## src/sv/skt_pkg.sv

```systemverilog
// Shared types and codes for the sorted key table.
`default_nettype none

package skt_pkg;

  // Fixed widths of the command and result beat fields
  localparam int CMD_W = 3;
  localparam int KEY_W = 32;
  localparam int VAL_W = 32;
  localparam int POS_W = 6;
  localparam int IDX_W = 7;
  localparam int CNT_W = 7;

  typedef enum logic [CMD_W-1:0] {
    CMD_INSERT     = 3'd0,
    CMD_FIND_EXACT = 3'd1,
    CMD_FIND_FIRST = 3'd2,
    CMD_FIND_LAST  = 3'd3,
    CMD_REMOVE_AT  = 3'd4,
    CMD_GET        = 3'd5
  } skt_cmd_t;

  typedef enum logic [1:0] {
    STS_OK        = 2'd0,
    STS_MISS      = 2'd1,
    STS_FULL      = 2'd2,
    STS_BAD_INDEX = 2'd3
  } skt_status_t;

  typedef enum logic {
    FSM_IDLE,
    FSM_RESULT
  } skt_state_t;

  // Which one-hot flag a cell raises for the result select
  typedef enum logic [1:0] {
    SEL_LOWER,
    SEL_LAST,
    SEL_POS
  } skt_sel_t;

  typedef struct packed {
    logic [CMD_W-1:0] cmd;
    logic [KEY_W-1:0] key;
    logic [VAL_W-1:0] entry_value;
    logic [POS_W-1:0] position;
  } skt_in_t;

  typedef struct packed {
    logic [1:0]       status;
    logic [IDX_W-1:0] found_index;
    logic [KEY_W-1:0] found_key;
    logic [VAL_W-1:0] found_value;
    logic [CNT_W-1:0] entry_count;
  } skt_out_t;

  // Control broadcast from the sequencer to every cell
  typedef struct packed {
    logic             cmp_en;
    logic             ins_en;
    logic             rem_en;
    logic             hit;
    skt_sel_t         sel_mode;
    logic [POS_W-1:0] position;
  } skt_ctrl_t;

endpackage

`default_nettype wire

```

## src/sv/skt_cell.sv

```systemverilog
// One table slot: holds an entry, compares it and shifts it to or from its neighbours.
`default_nettype none

module skt_cell #(
  parameter int IDX        = 0,
  parameter int KEY_BITS   = 32,
  parameter int VALUE_BITS = 32
) (
  input  logic                  clk,
  input  skt_pkg::skt_ctrl_t    ctrl,
  input  logic                  valid,
  input  logic [KEY_BITS-1:0]   cmp_key,
  input  logic [KEY_BITS-1:0]   new_key,
  input  logic [VALUE_BITS-1:0] new_value,
  input  logic [KEY_BITS-1:0]   prev_key,
  input  logic [VALUE_BITS-1:0] prev_value,
  input  logic                  prev_lt,
  input  logic [KEY_BITS-1:0]   next_key,
  input  logic [VALUE_BITS-1:0] next_value,
  input  logic                  next_lt,
  input  logic                  next_eq,
  output logic                  lt,
  output logic                  eq,
  output logic [KEY_BITS-1:0]   key,
  output logic [VALUE_BITS-1:0] value,
  output logic                  sel
);
  import skt_pkg::*;

  logic [KEY_BITS-1:0]   key_r, key_nxt;
  logic [VALUE_BITS-1:0] value_r, value_nxt;
  logic                  lt_r, eq_r;
  logic                  lower_sel;
  logic                  last_sel;
  logic                  at_pos;
  logic                  from_pos;

  // Capture compare flags on the accepted beat, move entry data every cycle
  always_ff @(posedge clk) begin
    if (ctrl.cmp_en) begin
      lt_r <= valid && (key_r < cmp_key);
      eq_r <= valid && (key_r == cmp_key);
    end
    key_r   <= key_nxt;
    value_r <= value_nxt;
  end

  // Local boundary flags from own and neighbour compare results
  always_comb begin
    lower_sel = !lt_r && prev_lt;
    last_sel  = ctrl.hit ? (eq_r && !next_eq) : (lt_r && !next_lt);
    at_pos    = (int'(ctrl.position) == IDX);
    from_pos  = (IDX >= int'(ctrl.position));
  end

  // Hold, take the new entry, shift up from below or down from above
  always_comb begin
    key_nxt   = key_r;
    value_nxt = value_r;
    if (ctrl.ins_en) begin
      if (lt_r) begin
        key_nxt   = key_r;
        value_nxt = value_r;
      end else if (lower_sel) begin
        key_nxt   = new_key;
        value_nxt = new_value;
      end else begin
        key_nxt   = prev_key;
        value_nxt = prev_value;
      end
    end else if (ctrl.rem_en && from_pos) begin
      key_nxt   = next_key;
      value_nxt = next_value;
    end
  end

  // Raise the select flag for the result mux
  always_comb begin
    case (ctrl.sel_mode)
      SEL_LOWER: sel = lower_sel;
      SEL_LAST:  sel = last_sel;
      SEL_POS:   sel = at_pos;
      default:   sel = 1'b0;
    endcase
  end

  assign lt    = lt_r;
  assign eq    = eq_r;
  assign key   = key_r;
  assign value = value_r;

endmodule

`default_nettype wire

```

## config.mk

```make
export PLATFORM = sky130hd
export DESIGN_NAME = skt_cell
export DESIGN_NICKNAME = d
export VERILOG_FILES = /design/src/sv/skt_pkg.sv /design/src/sv/skt_cell.sv
export SDC_FILE = /design/constraint.sdc
export NUM_CORES = 1
export LEC_CHECK = 0
export BUFFER_PORTS_ARGS = -buffer_cell sky130_fd_sc_hd__buf_2
export CORE_MARGIN = 8
export CORE_UTILIZATION = 37
export CTS_CLUSTER_SIZE = 20
export DETAILED_ROUTE_END_ITERATION = 8
export PLACE_DENSITY = 0.77
export SYNTH_ARGS = -nofsm -noshare
export SYNTH_HDL_FRONTEND = slang
export SYNTH_SLANG_ARGS = --single-unit
```

## constraint.sdc

```tcl
create_clock -name clk -period 5.1 [get_ports clk]
set_input_delay 0.51 -clock clk [delete_from_list [all_inputs] [get_ports clk]]
set_output_delay 0.51 -clock clk [all_outputs]
set_load 0.01 [all_outputs]
```

==> results of run 1 <==
## routing by layer
metal	up-vias	track usage
met2	201	0.355
met1	1914	0.190
met3	22	0.0718
li1	2076	-
met4	0	0.0716
met5	-	0
## worst max path at each step
| stage | cells after the start | slack (ps) | end | from |
|---|---|---|---|---|
| floorplan | 4 | 230 | key[0] | ctrl[5] |
| global placement | 5 | 2730 | key[1] | prev_lt |
| detailed placement | 5 | 2630 | key[4] | prev_lt |
| CTS | 4 | 2630 | sel | lt |
| global route | 4 | 2570 | sel | lt |
| finish | 4 | 2680 | sel | lt |
## cells by family after synthesis
kind of cell,synth area share
AO/OA/AOI/OAI,0.116
adder cells (fa/ha/maj),0.0954
buffers and inverters,0.0587
flip-flops,0.472
multiplexers,0.157
AND/OR/NAND/NOR,0.101
## through the flow
| step | cells | instance area (um^2) | power (mW) |
|---|---|---|---|
| after global placement | 839 | 5850 | 1.01 |
| final | 855 | 6100 | 1.55 |
| after floorplan | 405 | 4200 | 0.857 |
| after CTS | 855 | 6100 | 1.57 |
| after detailed placement | 839 | 5850 | 1.03 |
| after global routing | 855 | 6100 | 1.63 |
## final cells by class
| cell class | instances | share of cell area |
|---|---|---|
| Tap cell | 143 | 0.0293 |
| Clock inverter | 6 | 0.00390 |
| Timing Repair Buffer | 312 | 0.258 |
| Sequential cell | 66 | 0.325 |
| Inverter | 33 | 0.0203 |
| Multi-Input combinational cell | 285 | 0.326 |
| Clock buffer | 10 | 0.0375 |
## layout by cell type, fill, tap and decap left out, drive strengths merged, types with 10 or more instances in the layout
cell / instances
buf: 312
mux2i: 66
nor2: 66
a21oi: 77
nand2: 10
ha: 32
inv: 33
edfxtp: 66
clkbuf: 10
## power groups by stage
stage / clock (mW) / sequential, mW / combinational [mW]
finish: 0.535 / 0.665 / 0.347
global route: 0.575 / 0.668 / 0.385
CTS: 0.551 / 0.665 / 0.351
detailed placement: 0 / 0.676 / 0.349
global placement: 0 / 0.674 / 0.336
floorplan: 0 / 0.693 / 0.164
## sequential cells by signal, indices dropped and copies added (netlist names)
signal  cells
eq          1
key        32
lt          1
value      32
## worst max-delay path, cell delays in order (launching register included)
cell                       delay [ps]
sky130_fd_sc_hd__edfxtp_1         500
sky130_fd_sc_hd__nor2b_4          610
sky130_fd_sc_hd__mux2i_1          170
sky130_fd_sc_hd__o21ai_1          150
sky130_fd_sc_hd__buf_2            150
==> run_summary.xml, run 1 <==
<?xml version="1.0" encoding="UTF-8"?>
<metrics>
  <group name="status">
    <metric name="status" unit="">complete, no violations</metric>
  </group>
  <group name="power_and_ir_drop">
    <metric name="power.share.combinational" unit="">0.224</metric>
    <metric name="power.sequential.fraction" unit="">0.430</metric>
    <metric name="vdd_ir_drop_max" unit="uV">137</metric>
    <metric name="clock_power_share" unit="">0.346</metric>
    <metric name="power.density" unit="nW/um^2">253</metric>
    <metric name="switching_power_as_a_share_of_total_power" unit="">0.265</metric>
    <metric name="power.static_leakage" unit="nW">2.99</metric>
    <metric name="reported_net_switching_power" unit="mW">0.410</metric>
    <metric name="p_int" unit="mW">1.14</metric>
  </group>
  <group name="route">
    <metric name="drtIter0Drc" unit="">143</metric>
    <metric name="wl_per_cell" unit="um">17.4</metric>
    <metric name="wl" unit="mm">14.9</metric>
    <metric name="number_of_vias_after_detailed_routing" unit="">4213</metric>
    <metric name="detailedRoute.firstPassIterationCount" unit="">4</metric>
    <metric name="post-route-drc-count" unit="">0</metric>
    <metric name="detail_route.vias_per_cell" unit="">4.93</metric>
    <metric name="met3WireLength" unit="mm">1.56</metric>
    <metric name="postRouteAntennaNets" unit="">0</metric>
    <metric name="detail_route.wirelength.met1" unit="mm">5.24</metric>
    <metric name="highest-signal-layer" unit="">met4</metric>
    <metric name="met2_routed_length" unit="mm">7.83</metric>
  </group>
  <group name="clock_tree">
    <metric name="ctsLongestPathBuffers" unit="">2</metric>
    <metric name="cts-hold-fix-buffers" unit="">0</metric>
    <metric name="ctsResizeCount" unit="">0</metric>
    <metric name="postCtsSetupBuffers" unit="">0</metric>
    <metric name="insertion_delay" unit="ps">320</metric>
    <metric name="cts-buffers-inserted" unit="">9</metric>
    <metric name="cts.htree.levels" unit="">3</metric>
    <metric name="root_buffer_selected_by_cts" unit="">sky130_fd_sc_hd__clkbuf_16</metric>
    <metric name="clock_sinks" unit="">66</metric>
    <metric name="tritoncts" unit="">yes</metric>
    <metric name="path_clk_slew" unit="ps">50</metric>
  </group>
  <group name="sta">
    <metric name="achievable-frequency" unit="MHz">412</metric>
    <metric name="final_hold_viol_count" unit="">0</metric>
    <metric name="finalHoldWorstSlack" unit="ps">428</metric>
    <metric name="rsz_0062_raised_after_global_routing" unit="">no</metric>
    <metric name="clock_skew" unit="ps">5.79</metric>
    <metric name="final_total_negative_setup_slack" unit="ps">0</metric>
    <metric name="finish_stage_setup_viols" unit="">0</metric>
    <metric name="final.min_clock_period" unit="ps">2420</metric>
    <metric name="timing_max_transition_violations_final" unit="">0</metric>
    <metric name="postLayoutSetupSlackWorst" unit="ps">2680</metric>
    <metric name="worst-slew-pin-transition" unit="ps">701</metric>
    <metric name="finalCritPeriodShare" unit="">0.475</metric>
    <metric name="max-slew-margin-rel" unit="">0.532</metric>
  </group>
  <group name="synthesis">
    <metric name="synth_largest_type_area_fraction" unit="">0.472</metric>
    <metric name="synth_seq_cells" unit="">66</metric>
    <metric name="post_synth_num_cell_types" unit="">30</metric>
    <metric name="netlist_top_cells_count" unit="">77 x sky130_fd_sc_hd__a21oi_1, 66 x sky130_fd_sc_hd__edfxtp_1, 66 x sky130_fd_sc_hd__mux2i_1, 66 x sky130_fd_sc_hd__nor2_1, 33 x sky130_fd_sc_hd__inv_1</metric>
    <metric name="syn-num-nets" unit="">678</metric>
    <metric name="asyncSetResetFlopFracSynth" unit="">0</metric>
    <metric name="ys.flop_type" unit="">sky130_fd_sc_hd__edfxtp_1</metric>
    <metric name="post_synth_inst_count" unit="">405</metric>
    <metric name="synthesized_area_divided_by_synthesized_cell_count" unit="um^2">10.4</metric>
    <metric name="yosys_warnings" unit="">0</metric>
    <metric name="synth.largest_area_cell" unit="">sky130_fd_sc_hd__edfxtp_1</metric>
    <metric name="mapped_cell_area" unit="um^2">4200</metric>
    <metric name="netlist_top_cells_area" unit="">sky130_fd_sc_hd__edfxtp_1 47%, sky130_fd_sc_hd__mux2i_1 16%, sky130_fd_sc_hd__ha_1 9.5%, sky130_fd_sc_hd__a21oi_1 9.2%, sky130_fd_sc_hd__nor2_1 5.9%</metric>
    <metric name="yosysSeqAreaShare" unit="">0.472</metric>
    <metric name="post-synth-top-count-cell" unit="">sky130_fd_sc_hd__a21oi_1</metric>
    <metric name="post_synth_edffs" unit="">66</metric>
  </group>
  <group name="floorplan">
    <metric name="die_w" unit="um">123</metric>
    <metric name="dieHeight" unit="um">123</metric>
    <metric name="die_area" unit="um^2">15000</metric>
    <metric name="core" unit="um^2">11200</metric>
    <metric name="num_io_pins" unit="">308</metric>
    <metric name="start_util" unit="">0.374</metric>
    <metric name="rows" unit="">39</metric>
  </group>
  <group name="placed_design">
    <metric name="gp_congestion" unit="">0.888</metric>
    <metric name="pre_cts_ws" unit="ps">2630</metric>
    <metric name="hpwlAfterDp" unit="mm">12.5</metric>
    <metric name="io_buffers" unit="">307</metric>
  </group>
  <group name="worst_hold_path">
    <metric name="worstHoldStart" unit="">ctrl[11]</metric>
    <metric name="min_path_type" unit="">in -&gt; reg</metric>
    <metric name="hold-path-endpoint" unit="">lt</metric>
    <metric name="hold_depth" unit="">1</metric>
  </group>
  <group name="cells_and_area">
    <metric name="drive_gt1_frac" unit="">0.459</metric>
    <metric name="finalCoreUtilization" unit="">0.544</metric>
    <metric name="antenna-diode-count" unit="">0</metric>
    <metric name="synthToLayoutAreaGrowth" unit="%">45.4</metric>
    <metric name="num-nets-final" unit="">980</metric>
    <metric name="register_area" unit="um^2">1980</metric>
    <metric name="final_layout_fill_cell_count" unit="">1010</metric>
    <metric name="multi_input_logic_area" unit="um^2">1990</metric>
  </group>
  <group name="setup_path">
    <metric name="reg2reg_setup_slack" unit="ps">2740</metric>
    <metric name="arrival" unit="ps">1910</metric>
    <metric name="regToRegEndpoint" unit="">value[29]</metric>
    <metric name="critPathKind" unit="">reg -&gt; out</metric>
    <metric name="start_kind" unit="">register</metric>
    <metric name="timing.critical_path.fanout_max" unit="">20</metric>
    <metric name="critical_path.reg2reg.startpoint" unit="">lt</metric>
    <metric name="worst-r2r-cell-count" unit="">4</metric>
    <metric name="critPathCaptureType" unit="">output port</metric>
    <metric name="critical_path_required" unit="ps">4590</metric>
  </group>
  <group name="run">
    <metric name="count_of_maximum_capacitance_violations" unit="">0</metric>
  </group>
  <group name="global_route">
    <metric name="wire_length_of_the_first_global_routing_pass" unit="mm">22.3</metric>
    <metric name="gr-total-overflow" unit="">0</metric>
    <metric name="first_global_vias" unit="">4552</metric>
    <metric name="pin_count_of_the_biggest_net_entering_global_routing" unit="">68</metric>
    <metric name="global_route_usage_over_all_layers" unit="">0.191</metric>
    <metric name="antenna_found_initial" unit="">0</metric>
  </group>
</metrics>
(Power assumes the default switching activity.)
==> run 2: changes to the inputs <==
- ABC_AREA: not set -> 1
- CORE_UTILIZATION: 37 -> 38
- PLACE_DENSITY: 0.77 -> 0.78
- clock period: 5.1 -> 2.1 ns (I/O delays scaled with it)
==> run 2 against run 1 <==
Effect of this change:
- register-to-register slack worse by 2200 ps
- synthesized area is 4.7% higher
- first-iteration DRC count increased by 35%
- global-route usage up 0.30 points
- critical endpoint unchanged
- routed wire length increased by 4.1%
- highest routed layer is now met5
- worst setup slack got worse by 2300 ps
- sequential power grew 140%
- cell count rose by 12%
- total power increased to 2.5 times the previous value
- flip-flop and latch count unchanged
- die area increased by 1.7%
==> run_summary.xml, run 2 <==
<?xml version="1.0" encoding="UTF-8"?>
<metrics>
  <group name="power_and_ir_drop">
    <metric name="power.sequential.fraction" unit="">0.411</metric>
    <metric name="power.share.combinational" unit="">0.226</metric>
    <metric name="vdd_ir_drop_max" unit="uV">380</metric>
    <metric name="switching_power_as_a_share_of_total_power" unit="">0.262</metric>
    <metric name="p_int" unit="mW">2.89</metric>
    <metric name="reported_net_switching_power" unit="mW">1.03</metric>
    <metric name="design_power_total" unit="mW">3.92</metric>
    <metric name="power.static_leakage" unit="nW">3.17</metric>
    <metric name="clock_power_share" unit="">0.362</metric>
    <metric name="power.density" unit="nW/um^2">625</metric>
  </group>
  <group name="placed_design">
    <metric name="hpwlAfterDp" unit="mm">12.8</metric>
    <metric name="number_of_placed_cells_counting_well_taps" unit="">940</metric>
    <metric name="gp_congestion" unit="">0.798</metric>
    <metric name="pre_cts_ws" unit="ps">467</metric>
    <metric name="placedInstanceArea" unit="um^2">5990</metric>
    <metric name="io_buffers" unit="">307</metric>
  </group>
  <group name="sta">
    <metric name="finalHoldWorstSlack" unit="ps">117</metric>
    <metric name="rsz_0062_raised_after_global_routing" unit="">no</metric>
    <metric name="final_total_negative_setup_slack" unit="ps">0</metric>
    <metric name="clock_skew" unit="ps">7.55</metric>
    <metric name="achievable-frequency" unit="MHz">583</metric>
    <metric name="final_hold_viol_count" unit="">0</metric>
    <metric name="final.min_clock_period" unit="ps">1720</metric>
    <metric name="finish_stage_setup_viols" unit="">0</metric>
    <metric name="finalCritPeriodShare" unit="">0.817</metric>
    <metric name="worst-slew-pin-transition" unit="ps">550</metric>
    <metric name="postLayoutSetupSlackWorst" unit="ps">384</metric>
    <metric name="timing_max_transition_violations_final" unit="">0</metric>
    <metric name="max-slew-margin-rel" unit="">0.633</metric>
  </group>
  <group name="cells_and_area">
    <metric name="mostFrequentLayoutCells" unit="">306 x sky130_fd_sc_hd__buf_2, 150 x sky130_fd_sc_hd__nand2_1, 77 x sky130_fd_sc_hd__nor2_1, 66 x sky130_fd_sc_hd__edfxtp_1, 52 x sky130_fd_sc_hd__a31oi_1</metric>
    <metric name="fin_cells" unit="">956</metric>
    <metric name="synthToLayoutAreaGrowth" unit="%">42.6</metric>
    <metric name="antenna-diode-count" unit="">0</metric>
    <metric name="finalCoreUtilization" unit="">0.551</metric>
    <metric name="num-nets-final" unit="">1081</metric>
    <metric name="final_layout_fill_cell_count" unit="">1104</metric>
    <metric name="finalInstanceArea" unit="um^2">6270</metric>
    <metric name="layout.cells.most_common" unit="">sky130_fd_sc_hd__buf_2</metric>
    <metric name="drive_gt1_frac" unit="">0.434</metric>
  </group>
  <group name="synthesis">
    <metric name="synth.largest_area_cell" unit="">sky130_fd_sc_hd__edfxtp_1</metric>
    <metric name="netlist_top_cells_count" unit="">151 x sky130_fd_sc_hd__nand2_1, 77 x sky130_fd_sc_hd__nor2_1, 66 x sky130_fd_sc_hd__edfxtp_1</metric>
    <metric name="muxShareOfSynthArea" unit="">0</metric>
    <metric name="post_synth_num_cell_types" unit="">29</metric>
    <metric name="synth_seq_cells" unit="">66</metric>
    <metric name="syn-num-nets" unit="">783</metric>
    <metric name="ys.flop_type" unit="">sky130_fd_sc_hd__edfxtp_1</metric>
    <metric name="asyncSetResetFlopFracSynth" unit="">0</metric>
    <metric name="synth_top_family_by_area" unit="">simple AND/OR/NAND/NOR gates</metric>
    <metric name="post-synth-top-count-cell" unit="">sky130_fd_sc_hd__nand2_1</metric>
    <metric name="yosysSeqAreaShare" unit="">0.451</metric>
    <metric name="synth_largest_type_area_fraction" unit="">0.451</metric>
    <metric name="synth_simple_gate_area_share" unit="">0.227</metric>
    <metric name="netlist_top_cells_area" unit="">sky130_fd_sc_hd__edfxtp_1 45%, sky130_fd_sc_hd__nand2_1 13%, sky130_fd_sc_hd__ha_1 9.1%, sky130_fd_sc_hd__a31oi_1 7.4%, sky130_fd_sc_hd__nor2_1 6.6%</metric>
    <metric name="post_synth_fa_ha_maj_area_fraction" unit="">0.0911</metric>
    <metric name="mapped_cell_area" unit="um^2">4400</metric>
    <metric name="yosys_warnings" unit="">0</metric>
    <metric name="synth_compound_gate_area_share" unit="">0.134</metric>
    <metric name="post_synth_inst_count" unit="">510</metric>
    <metric name="synth_xor_xnor_area_share" unit="">0</metric>
    <metric name="post_synth_edffs" unit="">66</metric>
    <metric name="synthesized_area_divided_by_synthesized_cell_count" unit="um^2">8.62</metric>
  </group>
  <group name="run">
    <metric name="count_of_maximum_capacitance_violations" unit="">0</metric>
  </group>
  <group name="floorplan">
    <metric name="num_io_pins" unit="">308</metric>
    <metric name="core" unit="um^2">11400</metric>
    <metric name="rows" unit="">39</metric>
    <metric name="die_area" unit="um^2">15300</metric>
    <metric name="start_util" unit="">0.387</metric>
    <metric name="die_w" unit="um">124</metric>
    <metric name="dieHeight" unit="um">124</metric>
  </group>
  <group name="setup_path">
    <metric name="regToRegEndpoint" unit="">lt</metric>
    <metric name="reg2reg_setup_slack" unit="ps">520</metric>
    <metric name="critical_path_required" unit="ps">1890</metric>
    <metric name="critPathKind" unit="">reg -&gt; out</metric>
    <metric name="critical_path.reg2reg.startpoint" unit="">key[31]</metric>
    <metric name="worst-r2r-cell-count" unit="">8</metric>
    <metric name="timing.critical_path.fanout_max" unit="">13</metric>
    <metric name="arrival" unit="ps">1510</metric>
    <metric name="start_kind" unit="">register</metric>
    <metric name="critPathCaptureType" unit="">output port</metric>
  </group>
  <group name="global_route">
    <metric name="antenna_found_initial" unit="">1</metric>
    <metric name="wire_length_of_the_first_global_routing_pass" unit="mm">22.8</metric>
    <metric name="first_global_vias" unit="">4740</metric>
    <metric name="pin_count_of_the_biggest_net_entering_global_routing" unit="">71</metric>
    <metric name="gr-total-overflow" unit="">0</metric>
    <metric name="global_route_usage_over_all_layers" unit="">0.194</metric>
  </group>
  <group name="clock_tree">
    <metric name="insertion_delay" unit="ps">320</metric>
    <metric name="clock_sinks" unit="">66</metric>
    <metric name="ctsLongestPathBuffers" unit="">2</metric>
    <metric name="cts-hold-fix-buffers" unit="">0</metric>
    <metric name="tritoncts" unit="">yes</metric>
    <metric name="ctsResizeCount" unit="">0</metric>
    <metric name="postCtsSetupBuffers" unit="">0</metric>
    <metric name="cts.htree.levels" unit="">3</metric>
    <metric name="cts-buffers-inserted" unit="">9</metric>
    <metric name="path_clk_slew" unit="ps">50</metric>
    <metric name="root_buffer_selected_by_cts" unit="">sky130_fd_sc_hd__clkbuf_16</metric>
  </group>
  <group name="route">
    <metric name="detailedRoute.firstPassIterationCount" unit="">4</metric>
    <metric name="detail_route.vias_per_cell" unit="">4.85</metric>
    <metric name="wl" unit="mm">15.5</metric>
    <metric name="postRouteAntennaNets" unit="">0</metric>
    <metric name="post-route-drc-count" unit="">0</metric>
    <metric name="wl_per_cell" unit="um">16.2</metric>
    <metric name="number_of_vias_after_detailed_routing" unit="">4633</metric>
    <metric name="drtIter0Drc" unit="">193</metric>
  </group>
  <group name="worst_hold_path">
    <metric name="worstHoldStart" unit="">ctrl[11]</metric>
    <metric name="hold_depth" unit="">1</metric>
    <metric name="min_path_type" unit="">in -&gt; reg</metric>
    <metric name="hold-path-endpoint" unit="">eq</metric>
  </group>
  <group name="status">
    <metric name="status" unit="">complete, no violations</metric>
  </group>
</metrics>
[run 2: worst max-delay path, cell delays in order (launching register included)]
cell                       delay, ps
sky130_fd_sc_hd__edfxtp_1        470
sky130_fd_sc_hd__inv_2           120
sky130_fd_sc_hd__nand2_4          70
sky130_fd_sc_hd__inv_2           210
sky130_fd_sc_hd__o31ai_1         100
sky130_fd_sc_hd__nor2_1           80
sky130_fd_sc_hd__buf_2           140
[run 2: kinds of logic after synthesis]
group	count (synthesis)
flip-flops	66
adder cells (fa/ha/maj)	32
AO/OA/AOI/OAI	87
AND/OR/NAND/NOR	251
buffers and inverters	74
[run 2: power by group through the flow]
stage | clock [mW] | sequential, mW | combinational (mW)
5_1_grt | 1.52 | 1.62 | 0.993
3_5_place_dp | 0 | 1.64 | 0.897
4_1_cts | 1.46 | 1.61 | 0.900
3_3_place_gp | 0 | 1.63 | 0.878
2_1_floorplan | 0 | 1.68 | 0.450
6_report | 1.42 | 1.61 | 0.887
[run 2: final cells by class]
type / instances / area [um^2] / area share
well taps: 143 / 179 / 0.0285
flip-flops and latches: 66 / 1980 / 0.316
repair buffers: 315 / 1650 / 0.263
clock buffers: 12 / 236 / 0.0377
multi-input cells: 370 / 2010 / 0.320
clock inverters: 4 / 42.5 / 0.00679
inverters: 46 / 175 / 0.0279
[run 2: layer usage]
layer / routed length (um) / vias to the layer above / track usage
li1: - / 2327 / -
met1: 5420 / 2083 / 0.192
met2: 8170 / 200 / 0.366
met3: 1610 / 21 / 0.0717
met4: 299 / 2 / 0.0625
met5: 10 / - / 0
[run 2: worst max path at each step]
| stage | startpoint | endpoint | slack, ps | cells after the start |
|---|---|---|---|---|
| after floorplan | ctrl[10] | key[0] | 6 | 5 |
| after CTS | lt | sel | 380 | 6 |
| final | lt | sel | 380 | 6 |
| after detailed placement | ctrl[5] | value[17] | 470 | 5 |
| after global placement | ctrl[5] | value[14] | 490 | 5 |
| after global routing | lt | sel | 280 | 6 |
==> run 3: changes to the inputs <==
- clock period: 2.1 -> 1.5 ns (I/O delays scaled with it)
==> run 3 against run 2 <==
Effect of this change:
- the flow now finishes with violations (negative setup slack)
- first-iteration DRC count up 2.6%
- worst setup slack worse by 410 ps
- combinational power up 52%
- clock skew down 1.0 ps
- global-route usage down 0.40 points
- clock-buffer cell count down 1
- hold slack worse by 66 ps
- via count up 1.3%
- routed wire length up 0.50%
- highest routed layer unchanged
==> run_summary.xml, run 3 (synthesis gave the netlist of run 2 again) <==
<?xml version="1.0" encoding="UTF-8"?>
<metrics>
  <group name="cells_and_area">
    <metric name="synthToLayoutAreaGrowth" unit="%">48.0</metric>
    <metric name="register_area" unit="um^2">1980</metric>
    <metric name="multi_input_logic_area" unit="um^2">2090</metric>
    <metric name="fin_cells" unit="">965</metric>
    <metric name="drive_gt1_frac" unit="">0.459</metric>
    <metric name="num-nets-final" unit="">1091</metric>
    <metric name="finalInstanceArea" unit="um^2">6510</metric>
    <metric name="layout.cells.most_common" unit="">sky130_fd_sc_hd__buf_2</metric>
    <metric name="finalCoreUtilization" unit="">0.572</metric>
    <metric name="final_layout_fill_cell_count" unit="">1038</metric>
    <metric name="antenna-diode-count" unit="">0</metric>
    <metric name="mostFrequentLayoutCells" unit="">306 x sky130_fd_sc_hd__buf_2, 149 x sky130_fd_sc_hd__nand2_1, 75 x sky130_fd_sc_hd__nor2_1, 66 x sky130_fd_sc_hd__edfxtp_1, 49 x sky130_fd_sc_hd__a31oi_1</metric>
  </group>
  <group name="floorplan">
    <metric name="core" unit="um^2">11400</metric>
    <metric name="start_util" unit="">0.387</metric>
    <metric name="num_io_pins" unit="">308</metric>
    <metric name="rows" unit="">39</metric>
    <metric name="dieHeight" unit="um">124</metric>
    <metric name="die_area" unit="um^2">15300</metric>
    <metric name="die_w" unit="um">124</metric>
  </group>
  <group name="setup_path">
    <metric name="critical_path_required" unit="ps">1570</metric>
    <metric name="critical_path.reg2reg.startpoint" unit="">key[31]</metric>
    <metric name="critPathSlowestCell" unit="">sky130_fd_sc_hd__edfxtp_1</metric>
    <metric name="arrival" unit="ps">1590</metric>
    <metric name="critPathCaptureType" unit="">register</metric>
    <metric name="reg2reg_setup_slack" unit="ps">-20</metric>
    <metric name="start_kind" unit="">register</metric>
    <metric name="critical-path-top-delay-family" unit="">flip-flops</metric>
    <metric name="worst-r2r-cell-count" unit="">8</metric>
    <metric name="timing.critical_path.fanout_max" unit="">2</metric>
    <metric name="crit_buf_inv" unit="">2</metric>
    <metric name="max_stage_delay" unit="ps">420</metric>
    <metric name="crit_path_cell_trace" unit="">ha_4, nand2_2, inv_2, nand3_4, nor3_4, inv_1, nor2_1, a21oi_1</metric>
    <metric name="critPathKind" unit="">reg -&gt; reg</metric>
    <metric name="regToRegEndpoint" unit="">lt</metric>
  </group>
  <group name="power_and_ir_drop">
    <metric name="power.density" unit="nW/um^2">861</metric>
    <metric name="vdd_ir_drop_max" unit="uV">546</metric>
    <metric name="power.static_leakage" unit="nW">3.25</metric>
  </group>
  <group name="global_route">
    <metric name="global_route_usage_over_all_layers" unit="">0.190</metric>
    <metric name="antenna_found_initial" unit="">2</metric>
    <metric name="gr-total-overflow" unit="">0</metric>
    <metric name="pin_count_of_the_biggest_net_entering_global_routing" unit="">73</metric>
    <metric name="first_global_vias" unit="">4568</metric>
    <metric name="wire_length_of_the_first_global_routing_pass" unit="mm">22.4</metric>
  </group>
  <group name="sta">
    <metric name="clock_skew" unit="ps">6.53</metric>
    <metric name="finish_stage_setup_viols" unit="">1</metric>
    <metric name="final.min_clock_period" unit="ps">1520</metric>
    <metric name="rsz_0062_raised_after_global_routing" unit="">yes</metric>
    <metric name="finalCritPeriodShare" unit="">1.02</metric>
    <metric name="timing_max_transition_violations_final" unit="">0</metric>
    <metric name="final_hold_viol_count" unit="">0</metric>
    <metric name="worst-slew-pin-transition" unit="ps">318</metric>
    <metric name="achievable-frequency" unit="MHz">656</metric>
    <metric name="max-slew-margin-rel" unit="">0.788</metric>
    <metric name="postLayoutSetupSlackWorst" unit="ps">-24.2</metric>
  </group>
  <group name="route">
    <metric name="postRouteAntennaNets" unit="">0</metric>
    <metric name="number_of_vias_after_detailed_routing" unit="">4692</metric>
    <metric name="detail_route.vias_per_cell" unit="">4.86</metric>
    <metric name="drtIter0Drc" unit="">198</metric>
    <metric name="met2_routed_length" unit="mm">7.85</metric>
    <metric name="post-route-drc-count" unit="">0</metric>
    <metric name="detail_route.wirelength.met1" unit="mm">5.66</metric>
    <metric name="highest-signal-layer" unit="">met5</metric>
    <metric name="wl" unit="mm">15.6</metric>
    <metric name="wl_per_cell" unit="um">16.2</metric>
    <metric name="met3WireLength" unit="mm">1.75</metric>
    <metric name="detailedRoute.firstPassIterationCount" unit="">8</metric>
  </group>
  <group name="placed_design">
    <metric name="placedInstanceArea" unit="um^2">6050</metric>
    <metric name="gp_congestion" unit="">0.838</metric>
    <metric name="io_buffers" unit="">307</metric>
    <metric name="pre_cts_ws" unit="ps">-36.2</metric>
    <metric name="number_of_placed_cells_counting_well_taps" unit="">945</metric>
    <metric name="hpwlAfterDp" unit="mm">12.6</metric>
  </group>
  <group name="clock_tree">
    <metric name="path_clk_slew" unit="ps">60</metric>
    <metric name="tritoncts" unit="">yes</metric>
    <metric name="cts.htree.levels" unit="">3</metric>
    <metric name="clock_sinks" unit="">66</metric>
    <metric name="insertion_delay" unit="ps">320</metric>
    <metric name="cts-buffers-inserted" unit="">9</metric>
    <metric name="root_buffer_selected_by_cts" unit="">sky130_fd_sc_hd__clkbuf_16</metric>
    <metric name="ctsLongestPathBuffers" unit="">2</metric>
  </group>
  <group name="worst_hold_path">
    <metric name="worstHoldStart" unit="">ctrl[11]</metric>
    <metric name="hold-path-endpoint" unit="">lt</metric>
    <metric name="min_path_type" unit="">in -&gt; reg</metric>
    <metric name="hold_depth" unit="">1</metric>
  </group>
  <group name="status">
    <metric name="status" unit="">finished, violations left</metric>
    <metric name="violations" unit="">negative setup slack</metric>
  </group>
  <group name="run">
    <metric name="count_of_maximum_capacitance_violations" unit="">0</metric>
  </group>
</metrics>
run 3: changes by cell type in the layout (fill, tap and decap cells not counted), sizes merged:
cell / change
buf: +9
run 3: per-stage QoR:
| step | power (mW) | setup TNS, ps | hold slack [ps] |
|---|---|---|---|
| 2_1_floorplan | 2.99 | -33430 | 262 |
| 3_3_place_gp | 3.54 | -8.23 | 369 |
| 3_5_place_dp | 3.57 | -41.8 | 370 |
| 4_1_cts | 5.61 | -14.4 | 38.9 |
| 5_1_grt | 5.90 | -282 | 47.8 |
| 6_report | 5.60 | -24.2 | 50.6 |
run 3: worst max path at each step:
stage | startpoint | end | cells past startpoint | slack (ps)
finish | key[31] | lt | 8 | -20
global route | key[31] | lt | 8 | -140
CTS | key[31] | lt | 8 | -10
detailed placement | key[31] | lt | 8 | -40
global placement | key[31] | lt | 8 | -8
floorplan | lt | key[0] | 1 | -520
run 3: area by class of cell:
class,count,share of cell area
clock buffer,11,0.0358
clock inverter,4,0.00673
inverter,46,0.0277
multi-input combinational,370,0.321
sequential,66,0.305
tap,143,0.0275
timing repair buffer,325,0.276
run 3: report_power, final:
part | total (mW) | internal, mW | switching, mW
clock | 2.00 | 1.27 | 0.735
combinational | 1.35 | 0.632 | 0.715
sequential | 2.25 | 2.20 | 0.0473
run 3: timing repair:
item	4_1_cts	5_1_grt
hold endpoints to repair	0	0
setup buffers	2	2
pin swaps	1	4
resized for setup	8	14
hold buffers	0	0
gates cloned	0	1
setup endpoints to repair	3	13
run 3: metal layers:
metal | up-vias | global-route usage
li1 | 2346 | -
met1 | 2093 | 0.197
met2 | 222 | 0.343
met3 | 27 | 0.0758
met4 | 4 | 0.0617
met5 | - | 0
